`config.mk`:
```
export PLATFORM = sky130hd
export DESIGN_NAME = tt_front
export DESIGN_NICKNAME = d
export VERILOG_FILES = /design/src/hw/rtl/tt_pkg.sv /design/src/hw/rtl/tt_front.sv
export SDC_FILE = /design/constraint.sdc
export NUM_CORES = 1
export LEC_CHECK = 0
export BUFFER_PORTS_ARGS = -buffer_cell sky130_fd_sc_hd__buf_2
export CAP_MARGIN = 30
export CELL_PAD_IN_SITES_DETAIL_PLACEMENT = 1
export CELL_PAD_IN_SITES_GLOBAL_PLACEMENT = 1
export CORE_MARGIN = 2
export CORE_UTILIZATION = 44
export DETAILED_ROUTE_END_ITERATION = 8
export MAX_ROUTING_LAYER = met4
export PLACE_DENSITY_LB_ADDON = 0.25
export RECOVER_POWER = 100
export SLEW_MARGIN = 20
export SYNTH_ARGS = -nofsm -noshare
export SYNTH_HDL_FRONTEND = slang
export SYNTH_SLANG_ARGS = --single-unit
```
`constraint.sdc`:
```
create_clock -name clock -period 9.9 [get_ports clock]
set_clock_uncertainty 0.2 [all_clocks]
set_input_delay 0.495 -clock clock [delete_from_list [all_inputs] [get_ports clock]]
set_output_delay 0.495 -clock clock [all_outputs]
set_load 0.05 [all_outputs]
```
`src/hw/rtl/tt_pkg.sv`:
```
// Shared types and constants for the triangle tangent block.
`timescale 1ns / 1ps
package tt_pkg;

   localparam int NORM_BITS = 24;   // the largest normalised magnitude lies in [2^23, 2^24)
   localparam int SQ_BITS   = 64;   // sum of squares shifted by 14 fits below 2^64
   localparam int ROOT_BITS = 32;

   typedef enum logic [2:0] {
      ST_IDLE,
      ST_MUL,
      ST_NORM,
      ST_SQRT,
      ST_DIV,
      ST_DONE
   } back_state_type;

   typedef enum logic [1:0] {
      SLOT_FIRST,
      SLOT_SECOND,
      SLOT_THIRD
   } slot_type;

endpackage

```
`src/hw/rtl/tt_front.sv`:
```
// Front end: holds the first two vertices and forms edges and UV deltas.
`timescale 1ns / 1ps
module tt_front #(
   parameter int POS_WIDTH = 24,
   parameter int UV_WIDTH  = 16
) (
   input  logic                        clock,
   input  logic                        reset,
   input  logic                        in_valid,
   output logic                        in_ready,
   input  logic signed [POS_WIDTH-1:0] pos_x,
   input  logic signed [POS_WIDTH-1:0] pos_y,
   input  logic signed [POS_WIDTH-1:0] pos_z,
   input  logic signed [UV_WIDTH-1:0]  tex_u,
   input  logic signed [UV_WIDTH-1:0]  tex_v,
   output logic                        out_valid,
   input  logic                        out_ready,
   output logic [3*(POS_WIDTH+1)*2+4*(UV_WIDTH+1)-1:0] out_data
);
   import tt_pkg::*;

   localparam int EW = POS_WIDTH + 1;
   localparam int DW = UV_WIDTH + 1;

   slot_type slot_ff, slot_in;
   logic signed [POS_WIDTH-1:0] p0_ff [3];
   logic signed [POS_WIDTH-1:0] p1_ff [3];
   logic signed [UV_WIDTH-1:0]  t0_ff [2];
   logic signed [UV_WIDTH-1:0]  t1_ff [2];

   logic signed [EW-1:0] e1 [3];
   logic signed [EW-1:0] e2 [3];
   logic signed [DW-1:0] du1, dv1, du2, dv2;
   logic signed [POS_WIDTH-1:0] p [3];
   logic accept;

   assign p[0] = pos_x;
   assign p[1] = pos_y;
   assign p[2] = pos_z;
   assign in_ready = (slot_ff != SLOT_THIRD) || out_ready;
   assign out_valid = in_valid && (slot_ff == SLOT_THIRD);
   assign accept = in_valid && in_ready;

   always_comb begin
      for (int i = 0; i < 3; i++) begin
         e1[i] = EW'(p1_ff[i]) - EW'(p0_ff[i]);
         e2[i] = EW'(p[i]) - EW'(p0_ff[i]);
      end
      du1 = DW'(t1_ff[0]) - DW'(t0_ff[0]);
      dv1 = DW'(t1_ff[1]) - DW'(t0_ff[1]);
      du2 = DW'(tex_u) - DW'(t0_ff[0]);
      dv2 = DW'(tex_v) - DW'(t0_ff[1]);
      out_data = {dv2, du2, dv1, du1, e2[2], e2[1], e2[0], e1[2], e1[1], e1[0]};
   end

   always_comb begin
      unique case (slot_ff)
         SLOT_FIRST:  slot_in = SLOT_SECOND;
         SLOT_SECOND: slot_in = SLOT_THIRD;
         default:     slot_in = SLOT_FIRST;
      endcase
   end

   always_ff @(posedge clock) begin
      if (reset) begin
         slot_ff <= SLOT_FIRST;
      end else if (accept) begin
         slot_ff <= slot_in;
      end
   end

   always_ff @(posedge clock) begin
      if (accept && slot_ff == SLOT_FIRST) begin
         for (int i = 0; i < 3; i++) p0_ff[i] <= p[i];
         t0_ff[0] <= tex_u;
         t0_ff[1] <= tex_v;
      end
      if (accept && slot_ff == SLOT_SECOND) begin
         for (int i = 0; i < 3; i++) p1_ff[i] <= p[i];
         t1_ff[0] <= tex_u;
         t1_ff[1] <= tex_v;
      end
   end
endmodule

```
# After elaboration in Yosys (flattened, before gate mapping)
# Memories as Yosys holds them, arrays and structs flattened.
# Cells that the tools add are included.
dict set report word_totals {
  output_inout_bits 220
  regBits 2
  ramBits 208
  mem_count 4
}
dict set report classes {
  n_eq_ne 3
  mux 5
  addsub 10
  reduce_logical 6
}
# name words width read_ports rd_clocked_by_memory_dff write_ports line
set memory_table {}
lappend memory_table {p0_ff 3 24 3 0 3 tt_front.sv:26} ;# logic signed [POS_WIDTH-1:0] p0_ff [3];
lappend memory_table {p1_ff 3 24 3 0 3 tt_front.sv:27} ;# logic signed [POS_WIDTH-1:0] p1_ff [3];
lappend memory_table {t0_ff 2 16 2 0 2 tt_front.sv:28} ;# logic signed [UV_WIDTH-1:0] t0_ff [2];
lappend memory_table {t1_ff 2 16 2 0 2 tt_front.sv:29} ;# logic signed [UV_WIDTH-1:0] t1_ff [2];
# op n
set ops {}
lappend ops {{$sub A24 B24 Y25} 6}
lappend ops {{$sub A16 B16 Y17} 4}
lappend ops {{$logic_and A1 B1 Y1} 4}
lappend ops {{$mux W1} 4}
lappend ops {{$pmux W2 S2} 1}
lappend ops {{$eq A2 B1 Y1 const B} 1}
lappend ops {{$eq A2 B2 Y1 const B} 1}
lappend ops {{$logic_not A2 Y1} 1}
lappend ops {{$ne A2 B2 Y1 const B} 1}
lappend ops {{$logic_or A1 B1 Y1} 1}

# Depth between registers and ports, before layout
dict set report depth {
  word_depth 6
  ltp_mapped 10
}

# Worst setup path after synthesis
# No wires, ideal clock.
dict set report synth_path {
  path_type {input-to-reg}
  from {input port in_valid}
  to {memory p0_ff[0][0], enable pin}
  t_required_ns 9.003
  n_path_buf 0
  arrival_ns 7.613
  path_slack_ns 1.390
  path_stages 2
  path_cell_list {inv_1 > nor3_1}
}
# item line
set synth_lines {}
lappend synth_lines {{start: declaration} tt_front.sv:9} ;# input logic in_valid,
lappend synth_lines {{end: declaration} tt_front.sv:26}

==> results.yml <==
status:
  status: "complete, but fails checks"
  violations: "capacitance limit, slew limit"
route:
  wire_per_inst_um: 19.6
  ant_nets: 0
  drc: 0
  firstDrtPassIters: 5
  vias: 15400
  dr.first_iter.drc_count: 575
  wirelength_um: 53900
  via_per_inst: 5.59
layout:
  finalNetCount: 2543
  area_delta_synth_final_pct: 21.6
  design_area_um2: 20600
  final_layout_size_suffix_gt1_frac: 0.0233
synth:
  synth_area_um2: 17000
  post_synth_num_cell_types: 72
  synth_top_area_frac: 0.368
  syn_avg_cell_area_um2: 9.59
  synth_area_leaders: "edfxtp_1 37%, ha_1 15%, xnor2_1 5.3%, a21oi_1 4.5%, inv_1 4.2%"
  synth_seq_cells: 210
  ys_top_cells_by_count: "208 x edfxtp_1, 208 x ha_1, 192 x inv_1"
  syn_nets: 2095
  ys.flop_type: "edfxtp_1"
  synth_seq_area_share: 0.371
  synth_top_area_cell: "edfxtp_1"
  synthArstFlopShare: 0
  synth-edff-count: 208
  yosysWarnings: 0
  syn_inst: 1769
clocking:
  cts_max_path_buffers: 3
  post-cts-setup-buffers: 0
  clk_pin_slew_ns: 0.06
  cts_buffers: 26
  htreeDepth: 1
  cts_resized: 0
  cts_sinks: 210
  clkLatencyLatePin_ns: 0.54
  cts_tree: "built"
  cts_root_buffer: "clkbuf_16"
global_routing:
  grt_max_degree: 61
  grt_usage: 0.270
  grt_pass1_wl_um: 86400
  first_global_vias: 16500
  overflow: 0
  antenna_found_initial: 6
placed_design:
  dpl.hpwl_um: 40500
  io_buffers: 327
  dpl-instance-area_um2: 19200
  globalplace.congestion: 0.874
  place_ws_ns: 6.00
die:
  std_cell_rows: 71
  die_h_um: 200
  die_w_um: 200
  start_util: 0.448
  die-area_um2: 40100
  ios: 328
  core_um2: 37800
critical_path:
  start_kind: "flip-flop"
  cp-end-kind: "flip-flop"
  worstPathMaxFanout: 60
  arrival_ns: 6.07
  critPathKind: "reg2reg"
  crit_required_ns: 9.75
sta:
  setup_viol: 0
  tns_ns: 0
  rsz0062_at_grt: "no"
  finalMaxSlewViolations: 216
  period_share: 0.628
  timing.final.ws_setup_ns: 3.68
  fmax_ghz: 0.161
  hold_viol: 0
  worst_pin_slew_ns: 3.71
  relSlewSlack: -1.47
  fin_crit_ns: 6.22
pwr:
  ir_worst_vdd_mv: 0.144
  pwr_density_cell_nw_per_um2: 180
  p_leak_uw: 0.00872
job:
  maxCapViolCount: 4
min_path:
  hold_class: "in2reg"
-- timing repair --
item | 4_1_cts | 5_1_grt
hold buffers | 105 | 0
endpoints found under the setup margin | 0 | 0
hold endpoints to repair | 210 | 0
-- worst paths after layout --
kind,start,end,slack [ns],depth (start not counted)
setup / recovery,slot_ff[1]$_SDFFE_PP0P_,p0_ff[0][66]$_DFFE_PP_,3.68,3
hold / removal,in_valid,slot_ff[1]$_SDFFE_PP0P_,0.13,4
setup reg to reg,slot_ff[1]$_SDFFE_PP0P_,p0_ff[0][66]$_DFFE_PP_,3.68,3
hold reg to reg,slot_ff[0]$_SDFFE_PP0P_,slot_ff[0]$_SDFFE_PP0P_,0.41,2
-- cells by family (layout without fill, tap and decap cells) --
kind of cell | Yosys count | in the layout | share of synthesized area
XOR/XNOR | 152 | 152 | 0.0785
AND/OR/NAND/NOR | 435 | 435 | 0.125
flip-flops | 210 | 210 | 0.371
other | 0 | 6 | 0
AO/OA/AOI/OAI | 543 | 543 | 0.212
adder cells (fa/ha/maj) | 218 | 218 | 0.165
multiplexers | 3 | 3 | 0.00184
buffers and inverters | 208 | 672 | 0.0464
-- registers in the layout, indices dropped and copies added, names as in the netlist --
signal   cells
t1_ff       32
t0_ff       32
slot_ff      2
p0_ff       72
p1_ff       72
-- cells in the final DEF, fill, tap and decap left out, types with 11 or more instances in the layout --
master | Yosys | routed
a211oi_1 | 18 | 18
a21o_1 | 83 | 83
a21oi_1 | 152 | 152
a31oi_1 | 22 | 22
and3_1 | 19 | 19
clkbuf_1 | 12 | 331
clkbuf_16 | 0 | 27
dlygate4sd3_1 | 0 | 105
edfxtp_1 | 208 | 208
ha_1 | 208 | 208
inv_1 | 192 | 192
nand2_1 | 92 | 92
nand2b_1 | 20 | 20
nand3_1 | 28 | 28
nand4_1 | 18 | 18
nor2_1 | 131 | 130
nor2b_1 | 44 | 44
nor3_1 | 34 | 34
o211ai_1 | 12 | 12
o21a_1 | 44 | 44
o21ai_0 | 86 | 90
o21bai_1 | 15 | 15
or3_1 | 11 | 11
xnor2_1 | 102 | 102
xor2_1 | 50 | 50
-- power by group --
group          total (uW)  switching, uW  leakage (uW)  internal (uW)
clock                 902            380      0.000384            522
sequential           1060           16.3       0.00196           1040
combinational        1750           1320       0.00638            434
total                3710           1720       0.00872           2000
-- through the flow --
step / power [uW] / hold WS, ns / utilization / cells
global route: 3880 / 0.144 / 0.545 / 2750
global placement: 2790 / 0.358 / 0.508 / 2595
floorplan: 2400 / 0.309 / - / 1769
detailed placement: 2830 / 0.377 / 0.508 / 2595
finish: 3710 / 0.128 / 0.545 / 2750
CTS: 3770 / 0.0806 / 0.556 / 2744
-- per-layer routing --
metal / GRT usage / part of all wire / up-vias
met5: - / 0 / -
met4: 0.0950 / 0.039 / 0
met3: 0.0516 / 0.057 / 138
met2: 0.468 / 0.49 / 395
met1: 0.313 / 0.42 / 7427
li1: - / - / 7421
-- final cells by class --
class	instances	area (um2)
Fill cell	4558	17200
Multi-Input combinational cell	1351	9890
Sequential cell	210	6290
Timing Repair Buffer	436	2300
Inverter	192	721
Clock buffer	35	706
Tap cell	511	639
Clock inverter	9	75.1
Antenna cell	6	15.0
-- worst max-delay path, stage by stage, from the launching register on --
cell	delay (ns)
dfxtp_1	0.36
nor3_1	0.20
clkbuf_1	2.13
clkbuf_1	2.74
Note: power is estimated with default switching activity, not from simulation.
