<file path="src/hw/rtl/tt_queue.sv">
// Two-entry queue between front and back ends.
`timescale 1ns / 1ps
module tt_queue #(
   parameter int WIDTH = 8
) (
   input  logic             clock,
   input  logic             reset,
   input  logic             in_valid,
   output logic             in_ready,
   input  logic [WIDTH-1:0] in_data,
   output logic             out_valid,
   input  logic             out_ready,
   output logic [WIDTH-1:0] out_data
);
   logic [WIDTH-1:0] mem_ff [2];
   logic wr_ptr_ff, rd_ptr_ff;
   logic [1:0] count_ff;
   logic push, pop;

   assign in_ready  = count_ff != 2'd2;
   assign out_valid = count_ff != 2'd0;
   assign out_data  = mem_ff[rd_ptr_ff];
   assign push = in_valid && in_ready;
   assign pop  = out_valid && out_ready;

   always_ff @(posedge clock) begin
      if (reset) begin
         wr_ptr_ff <= 1'b0;
         rd_ptr_ff <= 1'b0;
         count_ff  <= 2'd0;
      end else begin
         if (push) wr_ptr_ff <= ~wr_ptr_ff;
         if (pop) rd_ptr_ff <= ~rd_ptr_ff;
         count_ff <= count_ff + 2'(push) - 2'(pop);
      end
   end

   always_ff @(posedge clock) begin
      if (push) mem_ff[wr_ptr_ff] <= in_data;
   end
endmodule

</file>
<file path="config.mk">
export PLATFORM = sky130hd
export DESIGN_NAME = tt_queue
export DESIGN_NICKNAME = d
export VERILOG_FILES = /design/src/hw/rtl/tt_queue.sv
export SDC_FILE = /design/constraint.sdc
export NUM_CORES = 1
export LEC_CHECK = 0
export BUFFER_PORTS_ARGS = -buffer_cell sky130_fd_sc_hd__buf_2
export CELL_PAD_IN_SITES_DETAIL_PLACEMENT = 0
export CELL_PAD_IN_SITES_GLOBAL_PLACEMENT = 2
export CORE_MARGIN = 1.5
export CORE_UTILIZATION = 34
export DETAILED_ROUTE_END_ITERATION = 7
export PLACE_DENSITY_LB_ADDON = 0.1
export SYNTH_ARGS = -nofsm -noshare
export SYNTH_HDL_FRONTEND = slang
export SYNTH_SLANG_ARGS = --single-unit
</file>
<file path="constraint.sdc">
create_clock -name clock -period 1.7 [get_ports clock]
set_input_delay 0.34 -clock clock [delete_from_list [all_inputs] [get_ports clock]]
set_output_delay 0.34 -clock clock [all_outputs]
set_load 0.01 [all_outputs]
</file>
After elaboration in Yosys (flattened, before gate mapping)
Memory sizes are Yosys's and may differ from the RTL's. A register that Yosys moved wholly into a read port is not among the register bits.
Index checks and enable logic that the tools add are counted.
{ "classes": {"muxes": 4, "bitwise_logic": 2, "n_reduce_logical": 3, "n_eq_ne": 1, "addsub": 2} }
{ "op_table": {"columns": ["operator", "n"], "rows": [
  ["2-to-1 mux 1 bit", 4],
  ["adder 2 x 1 -> 2 bit", 1],
  ["logical AND 1 bit", 2],
  ["!= test 2 bit, second input constant", 1],
  ["NOT 1 bit", 2],
  ["nonzero test 2 bit", 1],
  ["subtractor 2 x 1 -> 2 bit", 1]
]} }
{ "totals": {"mem_bits_rw": 16, "memories": 1, "ff_bits": 4, "inputBits": 12} }
{ "mem_list": {"columns": ["memory", "words", "width", "rd", "rd_clocked_by_memory_dff", "write_ports", "line", "text"], "rows": [
  ["mem_ff", 2, 8, 1, 1, 1, "15", "logic [WIDTH-1:0] mem_ff [2];"]
]} }

Longest topological paths before layout
Gate-level depths: netlist (run 1).
{ "depth": {"word_depth": 4, "ltp_mapped": 8} }

Least setup slack after synthesis (run 1)
No wires, ideal clock.
{ "synth_path": {"kind": "register to register", "start": "reg count_ff[0]", "end": "reg count_ff[1]", "arrival_time_ns": 1.366, "n_path_buf": 0, "required_time_ns": 1.585, "path_stages_with_launch": 9, "setup_slack_ns": 0.219, "path_cell_list": "dfxtp_1 nand2b_2 nand2_2 ha_1 inv_1 ha_1 xor2_1 xnor2_1 nor2_1"} }
{ "synth_between": {"elab_chain_len": 4, "word_cells_on_any_way": 6, "classes_between": "add/sub: 2; eq/ne: 1; reduce/logical: 3"} }
{ "synth_lines": {"columns": ["element", "line", "text"], "rows": [
  ["start: declaration", "17", "logic [1:0] count_ff;"],
  ["start signal: assignment", "34", "count_ff <= count_ff + 2'(push) - 2'(pop);"],
  ["!= test 2 bit", "20", "assign in_ready = count_ff != 2'd2;"],
  ["named net in_ready", "9", "output logic in_ready,"],
  ["logical AND 1 bit", "23", "assign push = in_valid && in_ready;"],
  ["adder 2 x 1 -> 2 bit", "34", null],
  ["subtractor 2 x 1 -> 2 bit", "34", null]
]} }
The timed path passes the listed nets, and every way through them passes these cells.
A chain may end at the register's enable or synchronous reset.

==> results of run 1 <==
-- layout make-up --
class | instances | area, um^2
well taps | 28 | 35.0
inverters | 1 | 3.75
flip-flops and latches | 21 | 582
clock buffers | 4 | 26.3
multi-input cells | 26 | 224
repair buffers | 22 | 113
fillers | 217 | 1250
-- power groups by stage --
stage	logic, mW	registers, mW	clock network, mW
2_1_floorplan	0.290	0.693	0
3_3_place_gp	0.395	0.728	0
3_5_place_dp	0.390	0.726	0
4_1_cts	0.394	0.717	0.240
5_1_grt	0.439	0.726	0.256
6_report	0.384	0.713	0.228
-- layout by cell type, fill, tap and decap left out, drive strengths merged --
cell	synthesis	final
and3	1	1
buf	1	22
clkbuf	0	4
dfxtp	5	5
edfxtp	16	16
ha	2	2
inv	1	1
mux2	9	9
nand2	1	1
nand2b	1	1
nor2	5	5
nor2b	2	2
o21a	1	1
or2	1	1
xnor2	2	2
xor2	1	1
-- final timing paths --
path | endpoint | slack, ns | depth (start not counted) | startpoint
worst min-delay path | mem_ff[0][1] | 0.23 | 1 | in_data[1]
worst max register to register | count_ff[1] | 0.18 | 8 | count_ff[0]
worst max-delay path | out_data[6] | 0.14 | 2 | flop
worst min register to register | rd_ptr_ff | 0.53 | 2 | rd_ptr_ff
-- kinds of logic after synthesis --
family	Yosys count	synth area share, %
DFF	21	71.4
and+or+nand+nor	11	7.23
muxes	9	12.9
xor gates and xnor gates	3	3.23
buffers and inverters	2	1.08
adders and majority gates	2	3.08
AOI/OAI and AO/OA	1	1.08
-- synth_stat cells --
cell type	instances	area share [%]
buf_2	1	0.61
and3_1	1	0.77
nand2_2	1	0.77
ha_1	2	3.1
nand2b_2	1	1.1
xor2_1	1	1.1
inv_1	1	0.46
mux2_1	8	11
mux2_4	1	1.8
dfxtp_1	5	12
xnor2_1	2	2.2
nor2b_1	2	1.5
or2_1	1	0.77
nor2_1	5	2.3
edfxtp_1	16	59
o21a_2	1	1.1
-- what timing repair did --
action                     in CTS  in global routing
hold buffers                    0                  0
gates resized for setup         1                  0
setup endpoints to repair       8                  0
-- metrics by stage --
step | power, mW | worst slack [ns]
after floorplan | 0.983 | 0.219
after global placement | 1.12 | 0.161
after detailed placement | 1.12 | 0.162
after CTS | 1.35 | 0.0913
after global routing | 1.42 | 0.0103
final | 1.32 | 0.138
-- state kept, by name (all words and copies together), names as in the netlist, named ones only --
name and count:
wr_ptr_ff 1, count_ff 2, rd_ptr_ff 1, mem_ff 16
-- metal layers --
layer | share of wire, % | up-vias
met5 | 0 | -
met3 | 4.6 | 2
met2 | 51 | 12
met4 | 0.82 | 0
met1 | 44 | 198
li1 | - | 225
-- worst max-delay path, stage by stage (launching register included) --
cell and delay, ns:
dfxtp_2 0.45, mux2_1 0.34, buf_2 0.14
==> results.sh, run 1 <==
export IMPL_gp_congestion=0.632
export IMPL_path_clk_slew_ns=0.11
export IMPL_grt_max_degree=12
export IMPL_cp_end_kind="output port"
export IMPL_drive_gt1_share_pct=40.5
export IMPL_yosysSeqAreaShare_pct=71.4
export IMPL_netSwitchingFraction_pct=28.3
export IMPL_avgSynthCellArea_um2=16.6
export IMPL_grt_use_met3_pct=2.59
export IMPL_gr_usage_met2_pct=14.1
export IMPL_p_clk_share_pct=17.2
export IMPL_synth_cell_area_um2=813
export IMPL_overflow=0
export IMPL_syn_num_nets=63
export IMPL_intPower_mw=0.950
export IMPL_hold_viol_final=0
export IMPL_peakVddDrop_uv=474
export IMPL_cts_sinks=21
export IMPL_final_cell_area_um2=983
export IMPL_min_path_type="in -> reg"
export IMPL_worstPathMaxFanout=8
export IMPL_antenna_found_initial=0
export IMPL_rsz0062_at_grt="false"
export IMPL_die_area_um2=2690
export IMPL_yosysWarnings=0
export IMPL_viasPerCell=4.28
export IMPL_slew_viol_final=0
export IMPL_worst_ep_required_time_ns=1.36
export IMPL_drv_cap=0
export IMPL_power_leakage_nw=0.399
export IMPL_holdWs_ns=0.228
export IMPL_htree_levels=1
export IMPL_pwr_share_comb_pct=29.0
export IMPL_finClkSkew_ns=0.000689
export IMPL_power_switching_mw=0.375
export IMPL_antenna_left=0
export IMPL_arrival_ns=1.22
export IMPL_totalWireLength_mm=1.09
export IMPL_die_x_um=51.9
export IMPL_worstMarginPinSlew_ns=0.398
export IMPL_cts_tree="yes"
export IMPL_die_y_um=51.9
export IMPL_clkLatencyLatePin_ns=0.29
export IMPL_diodes=0
export IMPL_fin_crit_sh_pct=91.9
export IMPL_grt_pass1_vias=393
export IMPL_clock_path_buffers=2
export IMPL_critPathLaunchType="flop"
export IMPL_setup_tns_ns=0
export IMPL_grt_use_total_pct=8.70
export IMPL_via_count=437
export IMPL_dr_pass1_iters=2
export IMPL_setup_viol=0
export IMPL_ys_ff_latch=21
export IMPL_dp_hpwl_um=804
export IMPL_first_iter_violations=3
export IMPL_slew_headroom_pct=73.4
export IMPL_cts_root_buf="clkbuf_4"
export IMPL_instances_no_fill=102
export IMPL_areaGrowthSynthToFinish_pct=20.9
export IMPL_portBuffers=21
export IMPL_drc_errors=0
export IMPL_status="finished, final reports clean"
export IMPL_start_util_pct=36.4
export IMPL_fin_nets=89
export IMPL_ys_types=16
export IMPL_post_cts_buffers=0
export IMPL_rows=17
export IMPL_wl_per_cell_um=10.7
export IMPL_max_freq_mhz=640
export IMPL_use_met1_pct=10.0
export IMPL_core_um2=2230
export IMPL_cellPowerDensity_nw_per_um2=1350
export IMPL_final_util_pct=44.0
export IMPL_post_place_cells=98
export IMPL_placement_cell_area_um2=956
export IMPL_cts_buffers=3
export IMPL_pin_count=22
export IMPL_synth_cells=49
export IMPL_pwr_share_seq_pct=53.8
export IMPL_grt_pass1_wl_mm=1.61
export IMPL_crit_type="reg -> out"
export IMPL_period_needed_ns=1.56
export IMPL_busiest_layer="met2"
Note: power is estimated with default switching activity, not from simulation.
==> run 2: changes to the inputs <==
--- a/config.mk
+++ b/config.mk
@@ -11,6 +11,7 @@
 export CORE_MARGIN = 1.5
 export CORE_UTILIZATION = 34
 export DETAILED_ROUTE_END_ITERATION = 7
+export MAX_ROUTING_LAYER = met4
 export PLACE_DENSITY_LB_ADDON = 0.1
 export SYNTH_ARGS = -nofsm -noshare
 export SYNTH_HDL_FRONTEND = slang
==> results.sh, run 2 (synthesis results as in run 1) <==
export IMPL_portBuffers=21
export IMPL_diodes=0
export IMPL_pin_count=22
export IMPL_drive_gt1_share_pct=40.5
export IMPL_overflow=0
export IMPL_min_path_type="in -> reg"
export IMPL_grt_pass1_wl_mm=1.63
export IMPL_gp_congestion=0.637
export IMPL_rows=17
export IMPL_min_to="mem_ff[0][1]"
export IMPL_dp_hpwl_um=804
export IMPL_pre_cts_ws_ns=0.162
export IMPL_htree_levels=1
export IMPL_hold_depth=1
export IMPL_wl_per_cell_um=10.6
export IMPL_hp_start="in_data[1]"
export IMPL_peakVddDrop_uv=463
export IMPL_crit_type="reg -> out"
export IMPL_setup_viol=0
export IMPL_critPathLaunchType="flop"
export IMPL_rrSetupSlack_ns=0.18
export IMPL_drv_cap=0
export IMPL_arrival_ns=1.22
export IMPL_post_cts_buffers=0
export IMPL_dr_pass1_iters=2
export IMPL_hold_viol_final=0
export IMPL_p_total_mw=1.32
export IMPL_max_freq_mhz=640
export IMPL_worstPathMaxFanout=8
export IMPL_via_count=438
export IMPL_power_leakage_nw=0.399
export IMPL_cts_root_buf="clkbuf_4"
export IMPL_grt_use_total_pct=8.93
export IMPL_grt_pass1_vias=396
export IMPL_drc_errors=0
export IMPL_r2r_start="count_ff[0]"
export IMPL_ctsHoldBuffers=0
export IMPL_top_register="mem_ff"
export IMPL_status="finished, final reports clean"
export IMPL_fin_nets=89
export IMPL_die_area_um2=2690
export IMPL_worst_ep_required_time_ns=1.36
export IMPL_cts_sinks=21
export IMPL_viasPerCell=4.29
export IMPL_cp_end_kind="output port"
export IMPL_rsz0062_at_grt="false"
export IMPL_antenna_left=0
export IMPL_seq_area_um2=582
export IMPL_fill_cells=217
export IMPL_core_um2=2230
export IMPL_grt_max_degree=12
export IMPL_die_y_um=51.9
export IMPL_ff2ff_path_depth=8
export IMPL_clock_path_buffers=2
export IMPL_final_cell_mix="21 x buf_2, 16 x edfxtp_1, 8 x mux2_1"
export IMPL_path_clk_slew_ns=0.11
export IMPL_worstMarginPinSlew_ns=0.397
export IMPL_reg2reg_to="count_ff[1]"
export IMPL_antenna_found_initial=0
export IMPL_first_iter_violations=3
export IMPL_multi_input_area_um2=224
export IMPL_areaGrowthSynthToFinish_pct=20.9
export IMPL_cellPowerDensity_nw_per_um2=1340
export IMPL_die_x_um=51.9
export IMPL_start_util_pct=36.4
export IMPL_fin_crit_sh_pct=91.9
export IMPL_setup_tns_ns=0
export IMPL_top_regs="mem_ff: 16 flops, count_ff: 2 flops"
export IMPL_worst_slack_ns=0.138
export IMPL_cts_tree="yes"
export IMPL_largest_reg_flops=16
export IMPL_totalWireLength_mm=1.09
export IMPL_slew_viol_final=0
export IMPL_cts_buffers=3
export IMPL_clkLatencyLatePin_ns=0.29
export IMPL_slew_headroom_pct=73.5
export IMPL_finClkSkew_ns=0.00460
export IMPL_period_needed_ns=1.56
export IMPL_final_common_cell="buf_2"
run 2: report_power, final:
part	internal, mW	total, mW	switching (mW)
logic	0.204	0.384	0.180
clock network	0.0912	0.224	0.133
registers	0.655	0.713	0.0583
run 2: worst max-delay path by stage:
stage                        endpoint  slack (ns)  depth (start not counted)
after floorplan           count_ff[1]        0.22                          8
after global placement    count_ff[1]        0.16                          8
after detailed placement  count_ff[1]        0.16                          8
after CTS                 out_data[6]        0.09                          2
after global routing      count_ff[1]        0.01                          8
final                     out_data[6]        0.14                          2
run 2: critical path, stage by stage (launching register included):
cell     delay (ns)
dfxtp_2        0.45
mux2_1         0.34
buf_2          0.14
run 2: layout make-up:
cell class | instances | share of cell area (%)
inverters | 1 | 0.382
well taps | 28 | 3.56
repair buffers | 22 | 11.5
multi-input cells | 26 | 22.8
clock buffers | 4 | 2.67
flip-flops and latches | 21 | 59.2
run 2: stage by stage:
stage / instances / utilization, % / instance area, um^2 / hold WS (ns)
after floorplan: 49 / - / 813 / 0.412
after global placement: 98 / 42.8 / 956 / 0.525
after detailed placement: 98 / 42.8 / 956 / 0.504
after CTS: 102 / 44.0 / 983 / 0.212
after global routing: 102 / 44.0 / 983 / 0.211
final: 102 / 44.0 / 983 / 0.228
run 2: repair_timing:
action	CTS	global route
gates resized for setup	1	0
endpoints found under the setup margin	8	0
hold endpoints to repair	0	0
run 2: metal layers:
metal	share of wire, %	global-route usage, %	up-vias
met5	0	-	-
met4	0.83	5.26	0
met3	4.6	2.59	2
met2	51	14.1	12
met1	43	10.0	198
li1	-	-	226
